**src/hw/rtl/gaf_pkg.sv**
```systemverilog
`timescale 1ns / 1ps
// ----------------------------------------------------------------------------
// gaf_pkg
// Shared types and codes for the group address filter.
// ----------------------------------------------------------------------------
package gaf_pkg;

    localparam int ADDR_W      = 8;
    localparam int ACTION_W    = 2;
    localparam int ENTRY_CNT_W = 4;
    localparam int CFG_INDEX_W = 4;

    typedef enum logic [ACTION_W-1:0] {
        ACT_CHECK  = 2'd0,
        ACT_ADD    = 2'd1,
        ACT_REMOVE = 2'd2,
        ACT_CLEAR  = 2'd3
    } action_t;

    localparam logic [CFG_INDEX_W-1:0] CFG_OWN_ADDR   = 4'd0;
    localparam logic [CFG_INDEX_W-1:0] CFG_BCAST_ADDR = 4'd1;

    // operation broadcast to every cell during a sweep
    typedef struct packed {
        action_t             action;
        logic [ADDR_W-1:0]   addr;
    } gaf_op_t;

    typedef enum logic [1:0] {
        ST_IDLE   = 2'd0,
        ST_SWEEP  = 2'd1,
        ST_COMMIT = 2'd2
    } gaf_state_t;

endpackage

```
**src/hw/rtl/gaf_cell.sv**
```systemverilog
`timescale 1ns / 1ps
// ----------------------------------------------------------------------------
// gaf_cell
// One group list slot; compares, appends or shifts when the sweep token passes.
// ----------------------------------------------------------------------------
module gaf_cell #(
    parameter int IDX = 0,
    parameter int CW  = 4
) (
    input  logic                        clk,
    input  logic                        rst_n,
    input  logic                        tok_in,
    input  logic                        hit_in,
    input  gaf_pkg::gaf_op_t            op,
    input  logic [CW-1:0]               count,
    input  logic [gaf_pkg::ADDR_W-1:0]  next_entry,
    output logic [gaf_pkg::ADDR_W-1:0]  entry,
    output logic                        tok_out,
    output logic                        hit_out
);
    import gaf_pkg::*;

    logic [ADDR_W-1:0] entry_reg;
    logic [ADDR_W-1:0] entry_next;
    logic              tok_reg;
    logic              hit_reg;
    logic              hit_next;
    logic              live;
    logic              match;

    assign live     = (count > CW'(IDX));
    assign match    = live && (entry_reg == op.addr);
    assign hit_next = hit_in || match;

    always_comb
    begin
        entry_next = entry_reg;
        if (tok_in)
        begin
            case (op.action)
                ACT_ADD:
                begin
                    if (count == CW'(IDX))
                    begin
                        entry_next = op.addr;
                    end
                end
                ACT_REMOVE:
                begin
                    // first match here or upstream: pull in the neighbor's entry
                    if (hit_next)
                    begin
                        entry_next = next_entry;
                    end
                end
                default:
                begin
                    entry_next = entry_reg;
                end
            endcase
        end
    end

    always_ff @(posedge clk)
    begin
        entry_reg <= entry_next;
    end

    always_ff @(posedge clk or negedge rst_n)
    begin
        if (!rst_n)
        begin
            tok_reg <= 1'b0;
            hit_reg <= 1'b0;
        end
        else
        begin
            tok_reg <= tok_in;
            hit_reg <= tok_in && hit_next;
        end
    end

    assign entry   = entry_reg;
    assign tok_out = tok_reg;
    assign hit_out = hit_reg;

endmodule

```
**src/hw/rtl/group_address_filter_top.sv**
```systemverilog
`timescale 1ns / 1ps
// ----------------------------------------------------------------------------
// group_address_filter_top
// Destination address filter with a shiftable list of group addresses.
// ----------------------------------------------------------------------------
// One item is handled at a time. A token walks the row of TABLE_DEPTH cells
// and is registered in each cell. Each cell compares its entry against the
// item address and, on a remove, pulls in its right neighbor's entry once
// the first match has been seen. When the token leaves the last cell, the
// row's hit flag is latched and the sequencer enters its commit state, which
// commits the count and loads the result register. The next item can be
// taken in the cycle after the commit. The result register decouples the
// output, so the next item is taken while a result still waits for
// m_tready. A commit waits only while the previous result is still held.
// Configuration writes are always ready and must only happen while no item
// is in flight. List entries carry no reset; only entries below the count
// are ever compared.
// ----------------------------------------------------------------------------
module group_address_filter_top #(
    parameter int TABLE_DEPTH = 8
) (
    input  logic                            clk,
    input  logic                            rst_n,
    // input items
    input  logic                            s_tvalid,
    output logic                            s_tready,
    input  logic [7:0]                      s_tdata,    // [7:0] addr
    input  logic [1:0]                      s_tuser,    // [1:0] action
    // result items
    output logic                            m_tvalid,
    input  logic                            m_tready,
    output logic [7:0]                      m_tdata,    // [0] accepted, [1] done_ok,
                                                        // [5:2] entry_count, [7:6] zero
    // configuration writes
    input  logic                            cfg_valid,
    output logic                            cfg_ready,
    input  logic [gaf_pkg::CFG_INDEX_W-1:0] cfg_index,
    input  logic [gaf_pkg::ADDR_W-1:0]      cfg_data
);
    import gaf_pkg::*;

    localparam int CW = $clog2(TABLE_DEPTH + 1);

    gaf_state_t        state_reg;
    gaf_state_t        state_next;

    logic [ADDR_W-1:0] own_addr_reg;
    logic [ADDR_W-1:0] bcast_addr_reg;
    gaf_op_t           op_reg;
    logic              start_reg;
    logic              hit_reg;
    logic [CW-1:0]     count_reg;
    logic [CW-1:0]     count_next;

    logic              m_valid_reg;
    logic              res_accepted_reg;
    logic              res_done_reg;
    logic [ENTRY_CNT_W-1:0] res_count_reg;

    logic              in_accept;
    logic              commit_en;
    logic              sweep_done;
    logic              res_accepted;
    logic              res_done;
    logic [CW+ENTRY_CNT_W-1:0] count_ext;

    // cell row wiring
    logic [ADDR_W-1:0] entry_w [TABLE_DEPTH];
    logic [TABLE_DEPTH:0] tok_w;
    logic [TABLE_DEPTH:0] hit_w;

    assign in_accept = s_tvalid && s_tready;
    assign cfg_ready = 1'b1;

    // ---------------- configuration registers ----------------
    always_ff @(posedge clk or negedge rst_n)
    begin
        if (!rst_n)
        begin
            own_addr_reg   <= '0;
            bcast_addr_reg <= '1;
        end
        else if (cfg_valid && cfg_ready)
        begin
            case (cfg_index)
                CFG_OWN_ADDR:   own_addr_reg   <= cfg_data;
                CFG_BCAST_ADDR: bcast_addr_reg <= cfg_data;
                default:        ;   // unmapped index, ignored
            endcase
        end
    end

    // ---------------- item capture ----------------
    always_ff @(posedge clk)
    begin
        if (in_accept)
        begin
            op_reg.action <= action_t'(s_tuser);
            op_reg.addr   <= s_tdata;
        end
    end

    always_ff @(posedge clk or negedge rst_n)
    begin
        if (!rst_n)
        begin
            start_reg <= 1'b0;
        end
        else
        begin
            start_reg <= in_accept;
        end
    end

    // ---------------- cell row ----------------
    assign tok_w[0] = start_reg;
    assign hit_w[0] = 1'b0;

    for (genvar i = 0; i < TABLE_DEPTH; i++)
    begin : g_cell
        logic [ADDR_W-1:0] nbr;
        if (i == TABLE_DEPTH - 1)
        begin : g_last
            assign nbr = entry_w[i];
        end
        else
        begin : g_mid
            assign nbr = entry_w[i+1];
        end

        gaf_cell #(
            .IDX (i),
            .CW  (CW)
        ) u_cell (
            .clk        (clk),
            .rst_n      (rst_n),
            .tok_in     (tok_w[i]),
            .hit_in     (hit_w[i]),
            .op         (op_reg),
            .count      (count_reg),
            .next_entry (nbr),
            .entry      (entry_w[i]),
            .tok_out    (tok_w[i+1]),
            .hit_out    (hit_w[i+1])
        );
    end

    assign sweep_done = tok_w[TABLE_DEPTH];

    // ---------------- sequencer ----------------
    always_comb
    begin
        state_next = state_reg;
        case (state_reg)
            ST_IDLE:   if (in_accept)  state_next = ST_SWEEP;
            ST_SWEEP:  if (sweep_done) state_next = ST_COMMIT;
            ST_COMMIT: if (commit_en)  state_next = ST_IDLE;
            default:   state_next = ST_IDLE;
        endcase
    end

    always_comb
    begin
        s_tready  = 1'b0;
        commit_en = 1'b0;
        case (state_reg)
            ST_IDLE:   s_tready  = 1'b1;
            ST_COMMIT: commit_en = !m_valid_reg || m_tready;
            default:
            begin
                s_tready  = 1'b0;
                commit_en = 1'b0;
            end
        endcase
    end

    always_ff @(posedge clk or negedge rst_n)
    begin
        if (!rst_n)
        begin
            state_reg <= ST_IDLE;
            hit_reg   <= 1'b0;
        end
        else
        begin
            state_reg <= state_next;
            if (sweep_done)
            begin
                hit_reg <= hit_w[TABLE_DEPTH];
            end
        end
    end

    // ---------------- result and count update ----------------
    always_comb
    begin
        res_accepted = 1'b0;
        res_done     = 1'b0;
        count_next   = count_reg;
        case (op_reg.action)
            ACT_CHECK:
            begin
                res_accepted = hit_reg || (op_reg.addr == bcast_addr_reg)
                               || (op_reg.addr == own_addr_reg);
            end
            ACT_ADD:
            begin
                if (count_reg < CW'(TABLE_DEPTH))
                begin
                    res_done   = 1'b1;
                    count_next = count_reg + CW'(1);
                end
            end
            ACT_REMOVE:
            begin
                if (hit_reg)
                begin
                    res_done   = 1'b1;
                    count_next = count_reg - CW'(1);
                end
            end
            default:    // clear
            begin
                res_done   = 1'b1;
                count_next = '0;
            end
        endcase
    end

    assign count_ext = {{ENTRY_CNT_W{1'b0}}, count_next};

    always_ff @(posedge clk or negedge rst_n)
    begin
        if (!rst_n)
        begin
            count_reg   <= '0;
            m_valid_reg <= 1'b0;
        end
        else
        begin
            if (commit_en)
            begin
                count_reg   <= count_next;
                m_valid_reg <= 1'b1;
            end
            else if (m_tready)
            begin
                m_valid_reg <= 1'b0;
            end
        end
    end

    always_ff @(posedge clk)
    begin
        if (commit_en)
        begin
            res_accepted_reg <= res_accepted;
            res_done_reg     <= res_done;
            res_count_reg    <= count_ext[ENTRY_CNT_W-1:0];
        end
    end

    assign m_tvalid = m_valid_reg;
    assign m_tdata  = {2'b00, res_count_reg, res_done_reg, res_accepted_reg};

endmodule

```
**config.mk**
```make
export PLATFORM = sky130hd
export DESIGN_NAME = group_address_filter_top
export DESIGN_NICKNAME = d
export VERILOG_FILES = /design/src/hw/rtl/gaf_pkg.sv /design/src/hw/rtl/gaf_cell.sv /design/src/hw/rtl/group_address_filter_top.sv
export SDC_FILE = /design/constraint.sdc
export NUM_CORES = 1
export LEC_CHECK = 0
export CORE_MARGIN = 2
export CORE_UTILIZATION = 45
export CTS_CLUSTER_SIZE = 40
export DETAILED_ROUTE_END_ITERATION = 7
export DONT_BUFFER_PORTS = 1
export GPL_TIMING_DRIVEN = 0
export PLACE_DENSITY_LB_ADDON = 0.2
export SLEW_MARGIN = 20
export SYNTH_ARGS = -nofsm -noshare
export SYNTH_HDL_FRONTEND = slang
export SYNTH_HIERARCHICAL = 1
export SYNTH_SLANG_ARGS = --single-unit
```
**constraint.sdc**
```tcl
create_clock -name clk -period 2.2 [get_ports clk]
set_input_delay 0.44 -clock clk [delete_from_list [all_inputs] [get_ports clk]]
set_output_delay 0.44 -clock clk [all_outputs]
set_load 0.02 [all_outputs]
```
; ---- Word-level counts from Yosys, hierarchy flattened
; Cells that the tools add are included.
[op_classes]
n_addsub = 2
n_lt_le_gt_ge = 9
eq_ne = 39
mux = 35
n_reduce_logical = 45
[op_table]
columns = operator, n
row1 = 2-to-1 mux 8 bit, 14
row2 = one-hot mux 8 bit (2 select lines), 7
row3 = == test 8 bit, 10
row4 = inequality test 2 x 1 -> 1 bit (second input constant), 15
row5 = AND reduction 4 bit, 7
row6 = logical AND 1 bit, 17
row7 = == test 4 x 3 -> 1 bit (second input constant), 4
row8 = > comparator 4 x 3 -> 1 bit (second input constant), 4
row9 = one-hot mux 4 bit (3 select lines), 1
row10 = logical OR 1 bit, 10
row11 = == test 4 x 1 -> 1 bit (second input constant), 2
row12 = == test 4 x 2 -> 1 bit (second input constant), 2
row13 = > comparator 4 x 1 -> 1 bit (second input constant), 2
row14 = > comparator 4 x 2 -> 1 bit (second input constant), 2
row15 = logical NOT 4 bit, 2
row16 = 2-to-1 mux 4 bit, 2
row17 = 2-to-1 mux 1 bit, 6
row18 = 2-to-1 mux 2 bit, 3
row19 = one-hot mux 2 bit (3 select lines), 1
row20 = AND reduction 3 bit, 2
row21 = adder 4 x 1 -> 4 bit (second input constant), 1
row22 = == test 2 x 1 -> 1 bit (second input constant), 2
row23 = == test 2 bit (second input constant), 2
row24 = logical NOT 2 bit, 2
row25 = other kinds (7), 10
[totals]
regBits = 121
wordCells = 166

; ---- Depth between registers and ports, before layout
; Gate-level depths: netlist of run 1.
[logic_depth]
word_depth = 5
depth_mapped = 5
mapped_depth_nobuf = 5

; ---- Hierarchy
; The synthesis of run 1 kept the hierarchy.
[by_module_without_submodules]
columns = mod, n_inst, cells_each, area_per_inst_um2
row1 = group_address_filter_top, 1, 144, 1935.6
row2 = gaf_cell (g_cell[1].u_cell), 1, 39, 554.3
row3 = gaf_cell (g_cell[0].u_cell), 1, 40, 546.8
row4 = gaf_cell (g_cell[3].u_cell), 1, 40, 543.0
row5 = gaf_cell (g_cell[6].u_cell), 1, 40, 539.3
row6 = gaf_cell (g_cell[4].u_cell), 1, 38, 534.3
row7 = gaf_cell (g_cell[7].u_cell), 1, 40, 531.8
row8 = gaf_cell (g_cell[2].u_cell), 1, 38, 530.5
row9 = gaf_cell (g_cell[5].u_cell), 1, 37, 523.0

; ---- Worst setup path before layout of run 1
; Ideal clock, no wire load.
[synth_path]
kind = reg-to-reg
start = reg op_reg[2] in the netlist's numbering
end = reg g_cell[6].u_cell.entry_reg[0], enable pin
setup_time_ns = 0.387
t_arrival_ns = 2.018
setup_slack_ns = -0.205
path_stages_with_launch = 5
path_buffers = 0
cell_sequence = edfxtp_1 > xnor2_1 > nand4_1 > or3_1 > o31ai_1
[synth_between]
elab_chain_len = 5
[synth_rtl]
columns = element, line_no
row1 = "start, declared", group_address_filter_top.sv:49  ; gaf_op_t op_reg;
row2 = == test 8 bit, gaf_cell.sv:32  ; assign match = live && (entry_reg == op.addr);
row3 = logical AND 1 bit, gaf_cell.sv:32
row4 = logical OR 1 bit, gaf_cell.sv:33  ; assign hit_next = hit_in || match;
row5 = inequality test 2 x 1 -> 1 bit (no source line), --
row6 = AND reduction 4 bit (no source line), --
row7 = "end signal, assigned", gaf_cell.sv:66  ; entry_reg <= entry_next;
row8 = "end, declared", gaf_cell.sv:23  ; logic [ADDR_W-1:0] entry_reg;
; No other way between the ends.
; A chain may end at the register's enable or synchronous reset.

; ---- Final worst setup path of run 1
[layout_path]
start = reg op_reg[3] in the netlist's numbering
end = reg g_cell[5].u_cell.entry_reg[1], enable pin
[layout_between]
elab_chain_len = 5
[layout_rtl]
columns = element, line_no
row1 = == test 8 bit, gaf_cell.sv:32
row2 = logical AND 1 bit, gaf_cell.sv:32
row3 = logical OR 1 bit, gaf_cell.sv:33
row4 = inequality test 2 x 1 -> 1 bit (no source line), --
row5 = AND reduction 4 bit (no source line), --
row6 = "end signal, assigned", gaf_cell.sv:66
row7 = "end, declared", gaf_cell.sv:23
; No other way between the ends.

==> results of run 1 <==
area by class of cell:
cell class / count / area, sq um / area share, %
flip-flops and latches: 121 / 3450 / 46.2
multi-input cells: 311 / 2720 / 36.4
clock buffers: 21 / 440 / 5.90
repair buffers: 36 / 314 / 4.21
well taps: 180 / 225 / 3.02
clock inverters: 11 / 176 / 2.36
plain buffers: 16 / 109 / 1.46
inverters: 10 / 37.5 / 0.503
metrics by stage:
stage,worst slack (ns),cell area [sq um],setup TNS (ns)
floorplan,0.00768,6280,0
global placement,-0.487,6500,-17.27
detailed placement,-0.539,6500,-19.49
CTS,0.00458,7400,0
global route,0.00956,7460,0
finish,0.0874,7460,0
worst reg2reg max path, delay by kind of cell (launching register included):
kind | cells | cell delay [ns]
AO/OA/AOI/OAI | 2 | 0.45
XOR/XNOR | 1 | 0.15
buffers and inverters | 1 | 0.17
flip-flops | 1 | 0.47
AND/OR/NAND/NOR | 1 | 0.54
layout by cell type (no fill, tap or decap), types with 3 or more instances in the layout:
cell type  Yosys  final
edfxtp_1      80     80
mux2_2        76     76
xor2_1        49     49
buf_4          7     38
xnor2_1       32     32
dfrtp_1       33     29
nand2_1       23     23
clkbuf_16      0     17
nor2b_1       12     12
nand4_1       11     11
inv_1         10     10
dfstp_2        8      8
nand3_1        8      8
buf_2          6      6
nor2_1         6      6
o21ai_0        6      6
nor4_1         6      6
mux2_1         6      6
a21oi_1        6      5
nor3_1         5      5
bufinv_16      0      5
clkbuf_1       1      5
ha_1           4      4
conb_1         2      4
buf_6          2      3
o22ai_1        3      3
nor4_4         3      3
clkinv_1       0      3
clkinv_2       0      3
dfrtp_2        0      3
nor4_2         3      3
nor4b_1        3      3
buf_12         0      3
logic make-up (layout without fill, tap and decap cells):
logic type,count (synthesis),in the layout,synth area share [%]
and+or+nand+nor,97,97,10.2
AOI/OAI and AO/OA,41,41,4.85
buffers and inverters,26,94,2.35
xor gates and xnor gates,81,81,11.4
adders and majority gates,4,4,0.802
DFF,121,121,55.1
other,2,4,0.120
muxes,84,84,15.2
how the worst min path moves through the flow:
stage	from	to	slack, ns	depth (start not counted)
finish	s_tdata[4]	op_reg[4]$_DFFE_PP_	0.12	0
global placement	rst_n	state_reg[0]$_DFFE_PN0P_	0.15	0
global route	s_tdata[1]	op_reg[1]$_DFFE_PP_	0.1	0
CTS	s_tuser[1]	op_reg[9]$_DFFE_PP_	0.1	0
floorplan	rst_n	count_reg[0]$_DFFE_PN0P_	0.14	0
detailed placement	rst_n	g_cell[6].u_cell/hit_out$_DFF_PN0_	0.15	0
report_power, final:
part | total [mW] | internal, mW | switching, mW
clock | 2.94 | 1.99 | 0.947
sequential | 2.97 | 2.72 | 0.244
combinational | 1.29 | 0.650 | 0.642
total | 7.20 | 5.36 | 1.83
Yosys cell counts, drive strengths merged, types with 2 or more instances:
cell / number
mux2: 83
ha: 4
buf: 15
o22ai: 3
nand2b: 3
a21o: 2
o211ai: 2
nor4: 12
and3: 2
edfxtp: 80
nor2: 7
a211oi: 2
nor3: 7
nor4b: 3
nand2: 23
a32o: 2
nor2b: 13
a21oi: 6
dfstp: 8
nand4: 11
xnor2: 32
o21ai: 8
conb: 2
dfrtp: 33
o31ai: 4
nand3: 8
inv: 10
xor2: 49
per-layer routing:
metal / up-vias / part of all wire [%]
met3: 18 / 4.0
met1: 1909 / 47
li1: 1801 / -
met4: 0 / 1.2
met2: 73 / 48
met5: - / 0
timing repair:
action | CTS | global route
endpoints found under the hold margin | 41 | 0
hold buffers | 2 | 0
pin swaps | 1 | 2
setup endpoints to repair | 64 | 48
setup buffers | 30 | 5
resized for setup | 6 | 5
==> metrics, run 1 <==
status complete, no violations; Setup crit start op_reg[3]$_DFFE_PP_; DR pass1 iterations 5; GPL Wtd Cong 0.753; Rows 43; R2R Path End g_cell[5].u_cell/entry[1]$_DFFE_PP_; Synth async-reset ratio 33.9%; Yosys top cell by area edfxtp_1; Die Span X 122 microns; max_cap viols 0; Layout Utilization 54.4%; grt met2 use 30.3%; Slew Limit Fails 0; layout cells sized above 1 35.2%; first-pass GRT wire length 20,900 microns; die height 122 microns; Post-synth EDFFs 80; register area share after synthesis 55.1%; Power Density 964 nW/um^2; Crit Path Category flop to flop; clk root buf clkbuf_16; initial core utilization 45.5%; Critical Path Max Stage Delay 0.54 ns; Netlist Area Pre-Place 6240 sq um; CP Cell Sequence buf_6 -> xor2_1 -> or4_4 -> o31ai_4 -> o2bb2ai_4; worst r2r path cells 5; final setup vio count 0; max reg flops 64; Main synth FF type edfxtp_1; Worst EP arrival 2.20 ns; Synth top area share 38.5%; initial antenna violation count 0; met1 Use GR 25.3%; starting DRC count in detailed routing 196; number of diodes 0; end of the critical path g_cell[5].u_cell/entry[1]$_DFFE_PP_; Max stage delay cell, worst path or4_4; Layout Nets 544; clock sink total 121; Top delay family on crit path simple AND/OR/NAND/NOR gates; IO buf count 0; unrepaired setup endpoints after global routing false; placed cells 638; total track usage 19.1%; reg2reg start op_reg[3]$_DFFE_PP_; vias in the first global route 3,930; cts bufs inserted 17; worst skew pair latency 0.42 ns; core area 13,700 sq um; clock skew 0.0126 ns; FF-to-FF setup slack 0.09 ns; clk slew on worst S/H paths 0.05 ns; DR WL/cell 18.3 microns; DR vias 3,801; die area 14,800 sq um; Fmax 473 MHz; I/O pins 38; WHS 0.118 ns; htree depth 4; post-synth cell types 63; synth-to-layout area growth 19.6%; Fillers 1,143; Leak 2.76 nW; Fin. Hold Viols 0; CP Launch Type flop; Remaining DRCs 0; power consumption 7.20 mW; final worst path period share 96.0%; Routed Antenna Nets 0; Cells after Synth 456; CTS Buffer Depth 2; WP depth 5; CP max FO 8; largest cells by area after synthesis edfxtp_1 (39%), mux2_2 (14%), dfrtp_1 (13%); final std cells w/o fill 706; GR peak layer met2; Slew @ Worst Pin 0.646 ns; slew margin rel. 57.0%; syn avg cell area 13.7 sq um; min-delay worst type input port to flop; crit end category flop; Worst EP required 2.29 ns; Syn. warnings 6; Tmin final 2.11 ns; Buf/Inv on CP 1; #FFs+latches synth 121; maximum VDD drop 0.000744 V; CTS tree done; met3 GRT Util 5.81%; total congestion overflow 0; dpl hpwl 7860 microns; vias per inst 5.38; largest net degree at the start of global routing 42; Routed WL 13,000 microns
No activity file was read; power rests on OpenSTA's default activity.
==> inputs of run 2 (changes only) <==
Settings changed: CORE_ASPECT_RATIO from default to 1.75, CTS_CLUSTER_SIZE 40 to 14, SLEW_MARGIN 20 to 5.
==> run 2 against run 1 <==
  * Flip-flop and latch count unchanged
  * Sequential share of layout area decreased by 0.34 points
  * Via count increased by 2.2%
  * Global-route usage increased by 1.3 points
  * Cell area increased by 0.74%
  * Final cell count unchanged
  * Critical path depth unchanged
  * Count of clock-buffer cells in the layout increased by 6
  * Wire length increased by 10%
  * Die area increased by 0.25%
  * Clock skew increased by 0.0062 ns
  * Critical path type unchanged
==> metrics, run 2 (synthesis gave the netlist of run 1 again) <==
worst skew pair latency 0.42 ns (about the same); clock sink total 121 (unchanged); Top delay family on crit path simple AND/OR/NAND/NOR gates; Place WS -0.610 ns (-0.0703 ns); min-delay worst type input port to flop; I/O pins 38 (unchanged); Tmin final 2.15 ns (+0.0332 ns); slew margin rel. 56.4% (-0.59 points); IO buf count 0 (unchanged); Power Density 949 nW/um^2 (-1.6%); CP Launch Type flop; Routed WL 14,300 microns (+10%); GR peak layer met2; total track usage 20.3% (+1.3 points); clk slew on worst S/H paths 0.05 ns (about the same); Buf/Inv on CP 1 (unchanged); CTS Buffer Depth 2 (unchanged); CP Cell Sequence buf_6 -> xor2_1 -> or4_4 -> o31ai_4 -> o2bb2ai_4; first-pass GRT wire length 22,600 microns (+8.5%); GPL Wtd Cong 0.773 (+2.7%); die height 160 microns (+31%); Remaining DRCs 0 (unchanged); initial antenna violation count 0 (unchanged); met1 Use GR 20.7% (-4.6 points); total congestion overflow 0 (unchanged); number of diodes 0 (unchanged); Final Cell Area 7520 sq um (+0.74%); clk root buf clkbuf_16; grt met2 use 39.0% (+8.8 points); crit end category flop; maximum VDD drop 0.000630 V (-15%); layout cells sized above 1 37.2% (+2.0 points); Layout Utilization 55.9% (+1.5 points); Routed Antenna Nets 0 (unchanged); Die Span X 93.0 microns (-24%); DR pass1 iterations 4 (-1); Rows 56 (+30%); Max stage delay cell, worst path or4_4; status complete, no violations; cts bufs inserted 17 (unchanged); CTS tree done; core area 13,500 sq um (-1.9%); Fillers 1,103 (-3.5%); Worst EP arrival 2.24 ns (+0.04 ns); DR WL/cell 20.2 microns (+10%); htree depth 4 (unchanged); synth-to-layout area growth 20.5%; dpl hpwl 9030 microns (+15%); max_cap viols 0 (unchanged); final setup vio count 0 (unchanged); max reg flops 64 (unchanged); DR vias 3,883 (+2.2%); setup ws final 0.0541 ns (-0.0332 ns); power consumption 7.14 mW (-0.83%); Crit Path Category flop to flop; largest net degree at the start of global routing 42 (unchanged); Critical Path Max Stage Delay 0.56 ns (+0.02 ns); met3 GRT Util 3.96% (-1.8 points); Worst EP required 2.29 ns (about the same); Leak 2.80 nW (+1.5%); Slew Limit Fails 0 (unchanged); Post-DP Area 6500 sq um (-0.12%); Layout Nets 550 (+1.1%); commonest cells after routing, fill and taps aside edfxtp_1 (80), mux2_2 (76), xor2_1 (49); Slew @ Worst Pin 0.655 ns (+0.00887 ns); Fin. Hold Viols 0 (unchanged); final worst path period share 97.5% (+1.5 points); CP max FO 8 (unchanged); vias per inst 5.50 (+2.2%); WHS 0.118 ns (-0.000628 ns); initial core utilization 46.4% (+0.90 points); commonest non-fill, non-tap cell in the layout edfxtp_1; unrepaired setup endpoints after global routing false; starting DRC count in detailed routing 210 (+7.1%); clock skew 0.0188 ns (+0.00622 ns); die area 14,900 sq um (+0.25%); vias in the first global route 4,284 (+9.0%); Fmax 466 MHz (-1.5%)
run 2: cell types whose count changed in the layout (fill, tap and decap cells not counted), moves of 3 or more:
cell       previous run  this run
bufinv_16             5         1
clkinv_1              3         0
buf_4                38        44
clkbuf_16            17        20
clkbuf_8              0         4
run 2: cell type report:
class	count	area (sq um)	share of cell area, %
Timing Repair Buffer	42	359	4.78
Clock buffer	27	567	7.54
Sequential cell	121	3450	45.8
Tap cell	174	218	2.90
Buffer	16	109	1.45
Clock inverter	5	51.3	0.682
Multi-Input combinational cell	311	2730	36.3
Inverter	10	37.5	0.499
run 2: through the flow:
step | setup TNS (ns) | instances
after floorplan | 0 | 458
after global placement | -21.36 | 632
after detailed placement | -23.87 | 632
after CTS | 0 | 698
after global routing | 0 | 706
final | 0 | 706
run 2: worst paths after layout:
path | cells past startpoint | startpoint | slack (ns) | endpoint
worst max-delay path | 5 | op_reg[3]$_DFFE_PP_ | 0.05 | g_cell[5].u_cell/entry[6]$_DFFE_PP_
worst max register to register | 5 | op_reg[3]$_DFFE_PP_ | 0.05 | g_cell[5].u_cell/entry[6]$_DFFE_PP_
max in group asynchronous | 2 | rst_n | 1.42 | bcast_addr_reg[1]$_DFFE_PN1P_
worst min-delay path | 0 | s_tdata[0] | 0.12 | op_reg[0]$_DFFE_PP_
worst min register to register | 0 | start_reg$_DFF_PN0_ | 0.40 | g_cell[0].u_cell/tok_out$_DFF_PN0_
min in group asynchronous | 2 | rst_n | 0.51 | own_addr_reg[3]$_DFFE_PN0P_
run 2: what timing repair did:
| item | 4_1_cts | 5_1_grt |
|---|---|---|
| endpoints found under the setup margin | 64 | 58 |
| pin swaps | 0 | 2 |
| cloned | 0 | 0 |
| buffers inserted | 32 | 8 |
| hold endpoints to repair | 41 | 0 |
| hold buffers | 2 | 0 |
| gates resized for setup | 9 | 6 |
run 2: where the power goes:
part           switching (mW)  leakage, nW  internal, mW  total (mW)
clock                   0.959        0.309          1.87        2.83
combinational           0.671         1.26         0.666        1.34
sequential              0.243         1.23          2.72        2.97
run 2: worst register-to-register path: stages, from the launching register on:
cell and delay, ns:
edfxtp_1 0.46, buf_6 0.18, xor2_1 0.16, or4_4 0.56, o31ai_4 0.25, o2bb2ai_4 0.22
run 2: layer usage:
metal	wire length [microns]	share of wire [%]
met5	0	0
met4	286	2.0
met3	368	2.6
met2	8360	59
met1	5240	37
